### src/rtl/rvp_pkg.sv
`timescale 1ns / 1ps
// Shared types and constants for the radial vignette pixel block.
// Used by rvp_isqrt, rvp_div and radial_vignette_pixel.
package rvp_pkg;

    // Default coordinate width; frame sizes are one bit wider
    localparam int COORD_BITS_DEF = 12;

    // Fixed-point layout: root has 8 fraction bits on doubled coordinates,
    // so full scale is 512*h; the Q0.16 quotient is (num*128)/h
    localparam int FULL_SHIFT = 9;
    localparam int NUM_SHIFT  = 7;
    localparam int SCALE_BITS = 16;
    localparam int RAD_SHIFT  = 16;

    // Register reset values
    localparam int WIDTH_RST  = 640;
    localparam int HEIGHT_RST = 480;

    // Configuration register indexes
    typedef enum logic [0:0] {
        REG_WIDTH  = 1'b0,
        REG_HEIGHT = 1'b1
    } t_reg_idx;

    typedef struct packed {
        logic [11:0] pixel_column;
        logic [11:0] pixel_row;
        logic [7:0]  red_in;
        logic [7:0]  green_in;
        logic [7:0]  blue_in;
    } t_pix_in;

    typedef struct packed {
        logic [7:0] red_out;
        logic [7:0] green_out;
        logic [7:0] blue_out;
    } t_pix_out;

    typedef struct packed {
        logic [7:0] red;
        logic [7:0] green;
        logic [7:0] blue;
    } t_rgb;

    // Control that travels alongside the divider pipeline
    typedef struct packed {
        logic vld;
        logic zero;
        logic sat;
    } t_div_ctl;

endpackage

### src/rtl/rvp_isqrt.sv
`timescale 1ns / 1ps
// Pipelined integer square root, one result bit per stage.
// Depends on rvp_pkg for the color side payload type.
module rvp_isqrt #(
    parameter int RB = 22
) (
    input  logic                i_clk,
    input  logic                i_rst_n,
    input  logic                i_valid,
    input  logic [2*RB-1:0]     i_rad,
    input  rvp_pkg::t_rgb       i_rgb,
    output logic                o_valid,
    output logic [RB-1:0]       o_root,
    output rvp_pkg::t_rgb       o_rgb
);

    logic              w_vld  [0:RB];
    logic [RB-1:0]     w_root [0:RB];
    rvp_pkg::t_rgb     w_rgb  [0:RB];
    logic [2*RB-1:0]   w_rad  [0:RB-1];
    logic [RB+1:0]     w_rem  [0:RB-1];

    assign w_vld[0]  = i_valid;
    assign w_root[0] = '0;
    assign w_rgb[0]  = i_rgb;
    assign w_rad[0]  = i_rad;
    assign w_rem[0]  = '0;

    for (genvar g = 0; g < RB; g++) begin : g_stage
        logic [RB+1:0] rem_sh;
        logic [RB+1:0] trial;
        logic          take;
        logic          r_vld;
        logic [RB-1:0] r_root;
        rvp_pkg::t_rgb r_rgb;

        // Bring down two radicand bits and try the next root bit
        always_comb begin
            rem_sh = {w_rem[g][RB-1:0], w_rad[g][2*RB-1:2*RB-2]};
            trial  = {w_root[g], 2'b01};
            take   = (rem_sh >= trial);
        end

        always_ff @(posedge i_clk) begin
            if (!i_rst_n) begin
                r_vld <= 1'b0;
            end else begin
                r_vld <= w_vld[g];
            end
        end

        always_ff @(posedge i_clk) begin
            r_root <= {w_root[g][RB-2:0], take};
            r_rgb  <= w_rgb[g];
        end

        assign w_vld[g+1]  = r_vld;
        assign w_root[g+1] = r_root;
        assign w_rgb[g+1]  = r_rgb;

        // Remainder and radicand are needed only ahead of the last stage
        if (g < RB - 1) begin : g_carry
            logic [2*RB-1:0] r_rad;
            logic [RB+1:0]   r_rem;
            always_ff @(posedge i_clk) begin
                r_rad <= {w_rad[g][2*RB-3:0], 2'b00};
                r_rem <= take ? (rem_sh - trial) : rem_sh;
            end
            assign w_rad[g+1] = r_rad;
            assign w_rem[g+1] = r_rem;
        end
    end

    assign o_valid = w_vld[RB];
    assign o_root  = w_root[RB];
    assign o_rgb   = w_rgb[RB];

endmodule

### src/rtl/rvp_div.sv
`timescale 1ns / 1ps
// Pipelined restoring divider, one quotient bit per stage, Q0.16 result.
// Depends on rvp_pkg for fixed-point constants and side payload types.
module rvp_div #(
    parameter int DB = 13,
    parameter int NB = DB + rvp_pkg::FULL_SHIFT
) (
    input  logic                             i_clk,
    input  logic                             i_rst_n,
    input  rvp_pkg::t_div_ctl                i_ctl,
    input  logic [NB-1:0]                    i_num,
    input  logic [DB-1:0]                    i_den,
    input  rvp_pkg::t_rgb                    i_rgb,
    output rvp_pkg::t_div_ctl                o_ctl,
    output logic [rvp_pkg::SCALE_BITS-1:0]   o_quo,
    output rvp_pkg::t_rgb                    o_rgb
);

    localparam int QB = rvp_pkg::SCALE_BITS;
    localparam int FS = rvp_pkg::FULL_SHIFT;
    localparam int NS = rvp_pkg::NUM_SHIFT;

    rvp_pkg::t_div_ctl w_ctl [0:QB];
    logic [QB-1:0]     w_quo [0:QB];
    rvp_pkg::t_rgb     w_rgb [0:QB];
    logic [DB-1:0]     w_rem [0:QB-1];
    logic [QB-1:0]     w_lo  [0:QB-1];

    // Dividend is num << 7; its top part num >> 9 seeds the remainder
    assign w_ctl[0] = i_ctl;
    assign w_quo[0] = '0;
    assign w_rgb[0] = i_rgb;
    assign w_rem[0] = i_num[NB-1:FS];
    assign w_lo[0]  = {i_num[FS-1:0], {NS{1'b0}}};

    for (genvar g = 0; g < QB; g++) begin : g_stage
        logic [DB:0]       rem_sh;
        logic              take;
        rvp_pkg::t_div_ctl r_ctl;
        logic [QB-1:0]     r_quo;
        rvp_pkg::t_rgb     r_rgb;

        // Shift in the next dividend bit and try a subtract
        always_comb begin
            rem_sh = {w_rem[g], w_lo[g][QB-1]};
            take   = (rem_sh >= {1'b0, i_den});
        end

        always_ff @(posedge i_clk) begin
            if (!i_rst_n) begin
                r_ctl <= '0;
            end else begin
                r_ctl <= w_ctl[g];
            end
        end

        always_ff @(posedge i_clk) begin
            r_quo <= {w_quo[g][QB-2:0], take};
            r_rgb <= w_rgb[g];
        end

        assign w_ctl[g+1] = r_ctl;
        assign w_quo[g+1] = r_quo;
        assign w_rgb[g+1] = r_rgb;

        if (g < QB - 1) begin : g_carry
            logic [DB-1:0] r_rem;
            logic [QB-1:0] r_lo;
            logic [DB:0]   diff;
            assign diff = rem_sh - {1'b0, i_den};
            always_ff @(posedge i_clk) begin
                r_rem <= take ? diff[DB-1:0] : rem_sh[DB-1:0];
                r_lo  <= {w_lo[g][QB-2:0], 1'b0};
            end
            assign w_rem[g+1] = r_rem;
            assign w_lo[g+1]  = r_lo;
        end
    end

    assign o_ctl = w_ctl[QB];
    assign o_quo = w_quo[QB];
    assign o_rgb = w_rgb[QB];

endmodule

### src/rtl/radial_vignette_pixel.sv
`timescale 1ns / 1ps
// Top level of the radial vignette pixel block.
// Depends on rvp_pkg, rvp_isqrt and rvp_div.
//
// Usage:
//   Pixels enter on i_pix with start; a beat is taken at every clock edge
//   where start is high and busy is low. busy is always low: the pipeline
//   takes one pixel per clock, with no gaps needed between beats.
//   The attenuated pixel appears on o_pix with o_done high for exactly one
//   cycle, in the order the pixels entered. Each pixel passes through the
//   square root, one result bit per stage (COORD_BITS + 10 stages), and the
//   divider, one quotient bit per stage (16 stages), plus five stages of
//   distance, scale and multiply logic.
//   The receiver cannot stall; it must take every result as it appears.
//   Frame width and height are written through i_cfg_we, i_cfg_addr and
//   i_cfg_data while no pixel is in flight; they take effect at once.
//   Synchronous reset clears every valid bit in the pipeline, so no result
//   comes out of pixels taken before reset, and sets the frame to 640x480.
module radial_vignette_pixel #(
    parameter int P_COORD_BITS = rvp_pkg::COORD_BITS_DEF
) (
    input  logic                 i_clk,
    input  logic                 i_rst_n,
    input  logic                 start,
    output logic                 busy,
    input  rvp_pkg::t_pix_in     i_pix,
    output logic                 o_done,
    output rvp_pkg::t_pix_out    o_pix,
    input  logic                 i_cfg_we,
    input  rvp_pkg::t_reg_idx    i_cfg_addr,
    input  logic [P_COORD_BITS:0] i_cfg_data
);

    localparam int CB  = P_COORD_BITS;
    localparam int SZ  = CB + 1;
    localparam int RB  = SZ + rvp_pkg::FULL_SHIFT;
    localparam int SB  = rvp_pkg::SCALE_BITS;
    localparam int LAT = RB + 21;

    logic [SZ-1:0] r_width;
    logic [SZ-1:0] r_height;

    // Configuration writes
    always_ff @(posedge i_clk) begin
        if (!i_rst_n) begin
            r_width  <= SZ'(rvp_pkg::WIDTH_RST);
            r_height <= SZ'(rvp_pkg::HEIGHT_RST);
        end else if (i_cfg_we) begin
            unique case (i_cfg_addr)
                rvp_pkg::REG_WIDTH:  r_width  <= i_cfg_data;
                rvp_pkg::REG_HEIGHT: r_height <= i_cfg_data;
                default: ;
            endcase
        end
    end

    assign busy = 1'b0;

    logic          accept;
    logic [CB-1:0] col;
    logic [CB-1:0] row;
    logic [SZ-1:0] x2;
    logic [SZ-1:0] y2;
    logic [SZ-1:0] n_dx;
    logic [SZ-1:0] n_dy;

    assign accept = start && !busy;

    // Stage 1: doubled coordinates minus frame size, absolute value
    always_comb begin
        col  = CB'(i_pix.pixel_column);
        row  = CB'(i_pix.pixel_row);
        x2   = {col, 1'b0};
        y2   = {row, 1'b0};
        n_dx = (x2 >= r_width)  ? (x2 - r_width)  : (r_width - x2);
        n_dy = (y2 >= r_height) ? (y2 - r_height) : (r_height - y2);
    end

    logic          r_v1;
    logic [SZ-1:0] r_dx;
    logic [SZ-1:0] r_dy;
    rvp_pkg::t_rgb r_rgb1;
    logic          r_v2;
    logic [2*SZ-1:0] r_dx2;
    logic [2*SZ-1:0] r_dy2;
    rvp_pkg::t_rgb r_rgb2;
    logic          r_v3;
    logic [2*RB-1:0] r_rad;
    rvp_pkg::t_rgb r_rgb3;
    logic [2*SZ:0] d2;

    assign d2 = {1'b0, r_dx2} + {1'b0, r_dy2};

    always_ff @(posedge i_clk) begin
        if (!i_rst_n) begin
            r_v1 <= 1'b0;
            r_v2 <= 1'b0;
            r_v3 <= 1'b0;
        end else begin
            r_v1 <= accept;
            r_v2 <= r_v1;
            r_v3 <= r_v2;
        end
    end

    // Stages 1 to 3: distances, squares, radicand scaled by 2^16
    always_ff @(posedge i_clk) begin
        r_dx   <= n_dx;
        r_dy   <= n_dy;
        r_rgb1 <= '{red: i_pix.red_in, green: i_pix.green_in, blue: i_pix.blue_in};
        r_dx2  <= r_dx * r_dx;
        r_dy2  <= r_dy * r_dy;
        r_rgb2 <= r_rgb1;
        r_rad  <= (2*RB)'({d2, {rvp_pkg::RAD_SHIFT{1'b0}}});
        r_rgb3 <= r_rgb2;
    end

    logic          sq_vld;
    logic [RB-1:0] sq_root;
    rvp_pkg::t_rgb sq_rgb;

    rvp_isqrt #(
        .RB (RB)
    ) u_isqrt (
        .i_clk   (i_clk),
        .i_rst_n (i_rst_n),
        .i_valid (r_v3),
        .i_rad   (r_rad),
        .i_rgb   (r_rgb3),
        .o_valid (sq_vld),
        .o_root  (sq_root),
        .o_rgb   (sq_rgb)
    );

    // Numerator stage: 512*h minus root, flag clamp cases
    logic [RB-1:0]     full;
    rvp_pkg::t_div_ctl r_nctl;
    logic [RB-1:0]     r_num;
    rvp_pkg::t_rgb     r_nrgb;

    assign full = {r_height, {rvp_pkg::FULL_SHIFT{1'b0}}};

    always_ff @(posedge i_clk) begin
        if (!i_rst_n) begin
            r_nctl <= '0;
        end else begin
            r_nctl.vld  <= sq_vld;
            r_nctl.zero <= (sq_root >= full);
            r_nctl.sat  <= (sq_root == '0);
        end
    end

    always_ff @(posedge i_clk) begin
        r_num  <= full - sq_root;
        r_nrgb <= sq_rgb;
    end

    rvp_pkg::t_div_ctl dv_ctl;
    logic [SB-1:0]     dv_quo;
    rvp_pkg::t_rgb     dv_rgb;

    rvp_div #(
        .DB (SZ),
        .NB (RB)
    ) u_div (
        .i_clk   (i_clk),
        .i_rst_n (i_rst_n),
        .i_ctl   (r_nctl),
        .i_num   (r_num),
        .i_den   (r_height),
        .i_rgb   (r_nrgb),
        .o_ctl   (dv_ctl),
        .o_quo   (dv_quo),
        .o_rgb   (dv_rgb)
    );

    // Output stage: clamp scale, multiply each channel, round half up
    logic [SB-1:0] scale;
    logic [23:0]   n_red;
    logic [23:0]   n_green;
    logic [23:0]   n_blue;
    logic          r_done;
    rvp_pkg::t_pix_out r_pix;

    always_comb begin
        if (dv_ctl.zero) begin
            scale = '0;
        end else if (dv_ctl.sat) begin
            scale = '1;
        end else begin
            scale = dv_quo;
        end
        n_red   = dv_rgb.red   * scale + 24'h008000;
        n_green = dv_rgb.green * scale + 24'h008000;
        n_blue  = dv_rgb.blue  * scale + 24'h008000;
    end

    always_ff @(posedge i_clk) begin
        if (!i_rst_n) begin
            r_done <= 1'b0;
        end else begin
            r_done <= dv_ctl.vld;
        end
    end

    always_ff @(posedge i_clk) begin
        r_pix.red_out   <= n_red[23:16];
        r_pix.green_out <= n_green[23:16];
        r_pix.blue_out  <= n_blue[23:16];
    end

    assign o_done = r_done;
    assign o_pix  = r_pix;

`ifndef NO_ASSERTIONS
    // Every result beat comes from exactly one taken pixel, a fixed latency back
    a_latency : assert property (@(posedge i_clk) disable iff (!i_rst_n)
        o_done == $past(accept, LAT))
        else $error("result strobe does not match pipeline latency");

    // Reset flushes the pipeline
    a_flush : assert property (@(posedge i_clk)
        !i_rst_n |=> !o_done)
        else $error("result strobe after reset");

    // A black channel stays black under any scale
    a_black : assert property (@(posedge i_clk) disable iff (!i_rst_n)
        o_done && $past(accept && i_pix.red_in == 8'd0, LAT) |-> o_pix.red_out == 8'd0)
        else $error("black red channel came out nonzero");

    // Zero height clamps the scale to zero
    a_zero_h : assert property (@(posedge i_clk) disable iff (!i_rst_n)
        r_nctl.vld && $past(r_height == '0) |-> r_nctl.zero)
        else $error("zero height did not clamp scale");
`endif

endmodule

### config.mk
export PLATFORM = sky130hd
export DESIGN_NAME = radial_vignette_pixel
export DESIGN_NICKNAME = d
export VERILOG_FILES = /design/src/rtl/rvp_pkg.sv /design/src/rtl/rvp_isqrt.sv /design/src/rtl/rvp_div.sv /design/src/rtl/radial_vignette_pixel.sv
export SDC_FILE = /design/constraint.sdc
export NUM_CORES = 2
export LEC_CHECK = 0
export BUFFER_PORTS_ARGS = -buffer_cell sky130_fd_sc_hd__buf_2
export CAP_MARGIN = 25
export CORE_ASPECT_RATIO = 0.7
export CORE_UTILIZATION = 50
export DETAILED_ROUTE_END_ITERATION = 16
export PLACE_DENSITY = 0.65
export SYNTH_ARGS = -nofsm -noshare
export SYNTH_HDL_FRONTEND = slang
export SYNTH_SLANG_ARGS = --single-unit
### constraint.sdc
create_clock -name i_clk -period 10.5 [get_ports i_clk]
set_input_delay 2.1 -clock i_clk [delete_from_list [all_inputs] [get_ports i_clk]]
set_output_delay 2.1 -clock i_clk [all_outputs]
set_load 0.005 [all_outputs]
==> out/metrics.csv <==
metric,value,unit
status,"complete, but fails checks",
failing checks,DRC,
critical path's slowest cell,dfxtp_1,
critical path startpoint category,flop,
"Largest stage delay, worst path",0.73,ns
Slew headroom,0.3588,
Cells after Synth,9735,
Syn Area/Cell,10.61,sq um
vias in the first global route,64820,
First-pass DRT Iterations,12,
Hold Path Class,reg -> reg,
total number of vias,64620,
CP Cell Sequence,"nand2_1, fa_1, fa_1, inv_1, fa_1, fa_1, inv_1, fa_1, inv_1, ha_1, or3_1, o21ai_0, o31ai_1, a221o_1, a31o_2, a21o_1, a21oi_1, xnor2_1",
final cell count without fillers,12850,
post-CTS setup buffer count,0,
Clock Skew,0.09719,ns
required time worst endpoint,11.31,ns
"EDFF count, synth",0,
CTS Hold Bufs,0,
die footprint,0.2085,sq mm
Area Growth Syn to Fin,11.08,%
Synth Cell Area,0.1033,sq mm
Initial Util,0.5035,
worst skew pair latency,0.88,ns
# H-tree levels,4,
share of cells above drive strength 1,0.07996,
"commonest non-fill, non-tap cell in the layout",dfxtp_1,
CP endpoint kind,flop,
async set or reset register ratio after synthesis,0,
largest net degree at the start of global routing,65,
row cnt,139,
gpl congestion,0.8759,
DP Wirelength,155100,um
routed len/inst,16.41,um
GRT overflow,0,
DR DRC count,8,
port bufs,90,
critical path class,reg -> reg,
IO Pins,92,
"Seq/Total Area, Yosys",0.4814,
TritonCTS clock tree,built,
synth warn,0,
initial antenna violation count,7,
WP data arrival,6.83,ns
period utilization,0.5736,
Fin Hold WS,0.2813,ns
CORE AREA,0.2052,sq mm
DRT antenna net count,0,
GRT Util Overall,0.2016,
Final Hold Viols,0,
"FF+latch count, synth",2485,
CTS root buffer,clkbuf_16,
count of cell types in the netlist,81,
Max-Cap Viols,0,
# setup viols final,0,
"most used cell, CP",fa_1,
nets,11300,
total CTS buffers,223,
Max Fclk,166.0,MHz
TNS Setup,0,ns
most frequent cells in the layout,"2485 x dfxtp_1, 1276 x inv_1, 846 x ha_1, 555 x nand2_1, 480 x a21oi_1",
cts repair resizes,0,
first-pass GRT wire length,341500,um
clock tree buffer depth,4,
total placed cells including tap cells,12440,
DIE HEIGHT,382.3,um
clk slew on worst S/H paths,0.06,ns
Worst Tran Pin Value,0.9607,ns
initial drt markers,4016,
clk sinks,2485,
crit path buf inv count,3,
DIE WIDTH,545.4,um
"wirelength, routed",210700,um
Final min period,6.023,ns
vias per cell,5.031,
Final Max Slew Viols,0,
CP max FO,16,
Top delay family on crit path,adder cells,
ys flop type,dfxtp_1,
RSZ-0062 raised after global routing,no,
[path summary, 6_finish.rpt]
kind	cells past startpoint	end	slack [ns]	start
max	18	r_dy2[24]	4.48	r_dy[1]
min	0	u_isqrt.g_stage[9].r_rgb[23]	0.28	u_isqrt.g_stage[8].r_rgb[23]
max reg2reg	18	r_dy2[24]	4.48	r_dy[1]
min reg2reg	0	u_isqrt.g_stage[9].r_rgb[23]	0.28	u_isqrt.g_stage[8].r_rgb[23]
[cell type report]
type / count / area, sq um
Timing Repair Buffer: 143 / 937.1
Multi-Input combinational cell: 5786 / 48110
Sequential cell: 2485 / 49750
Fill cell: 17480 / 90450
Tap cell: 2749 / 3440
Clock buffer: 287 / 6255
Antenna cell: 4 / 10.01
Clock inverter: 115 / 1485
Inverter: 1277 / 4793
[sequential cells by signal, indices dropped and copies added, names as in the netlist, 27 cells and up]
| register | cells |
|---|---|
| r_rad | 27 |
| u_div.g_stage.g_carry.r_lo | 36 |
| u_div.g_stage.g_carry.r_rem | 195 |
| u_div.g_stage.r_ctl | 45 |
| u_div.g_stage.r_quo | 120 |
| u_div.g_stage.r_rgb | 360 |
| u_isqrt.g_stage.g_carry.r_rad | 182 |
| u_isqrt.g_stage.g_carry.r_rem | 423 |
| u_isqrt.g_stage.r_rgb | 504 |
| u_isqrt.g_stage.r_root | 231 |
[metal layers]
layer,GRT usage,vias to the layer above,routed length [um]
li1,-,32260,-
met1,0.2989,30670,108100
met2,0.3052,1387,86960
met3,0.03353,306,11250
met4,0.04743,2,4384
met5,0,-,13
[synthesized netlist by cell type, types with 48 or more instances]
library cell,n,area (sq um)
dfxtp_1,2485,49750
inv_1,1276,4790
ha_1,846,10590
nand2_1,555,2083
a21oi_1,480,2402
fa_1,468,9369
nor2_1,451,1693
and2_1,416,2603
xnor2_1,346,3030
o21ai_0,289,1446
mux2_2,217,2444
xor2_1,213,1866
a21o_1,189,1419
clkbuf_1,174,653.1
nor3_1,159,795.8
nor2b_1,112,700.7
nand3_1,91,455.4
nand2b_1,80,500.5
o21a_1,75,563.0
nand4_1,73,456.7
o21bai_1,69,518.0
nor4_1,65,406.6
mux2i_1,58,580.6
a21boi_0,52,390.4
or3_1,48,300.3
[logic make-up (layout without fill, tap and decap cells)]
group,Yosys count,count (layout),synth area share
xor gates and xnor gates,559,559,0.04738
muxes,275,275,0.02927
DFF,2485,2485,0.4814
buffers and inverters,1465,1822,0.05350
adders and majority gates,1314,1314,0.1931
and+or+nand+nor,2203,2203,0.1078
AOI/OAI and AO/OA,1433,1433,0.08751
other,1,6,0.00003629
[worst reg2reg max path, delay by kind of cell, from the launching register on]
family	cells	cell delay [ns]
fa+ha+maj	6	2.91
compound gates	6	1.43
flops	1	0.73
simple gates	2	0.60
buf+inv	3	0.16
xor+xnor	1	0.13
[per-stage QoR]
stage	worst slack (ns)	utilization	area, sq um
6_report	4.477	0.5593	114800
3_3_place_gp	4.154	0.5207	106900
2_1_floorplan	4.940	-	103300
5_1_grt	4.166	0.5592	114800
3_5_place_dp	4.520	0.5213	107000
4_1_cts	4.475	0.5590	114700
Power is not shown: default switching activity piles up to over one toggle a cycle in this logic, so the estimate is an artifact.
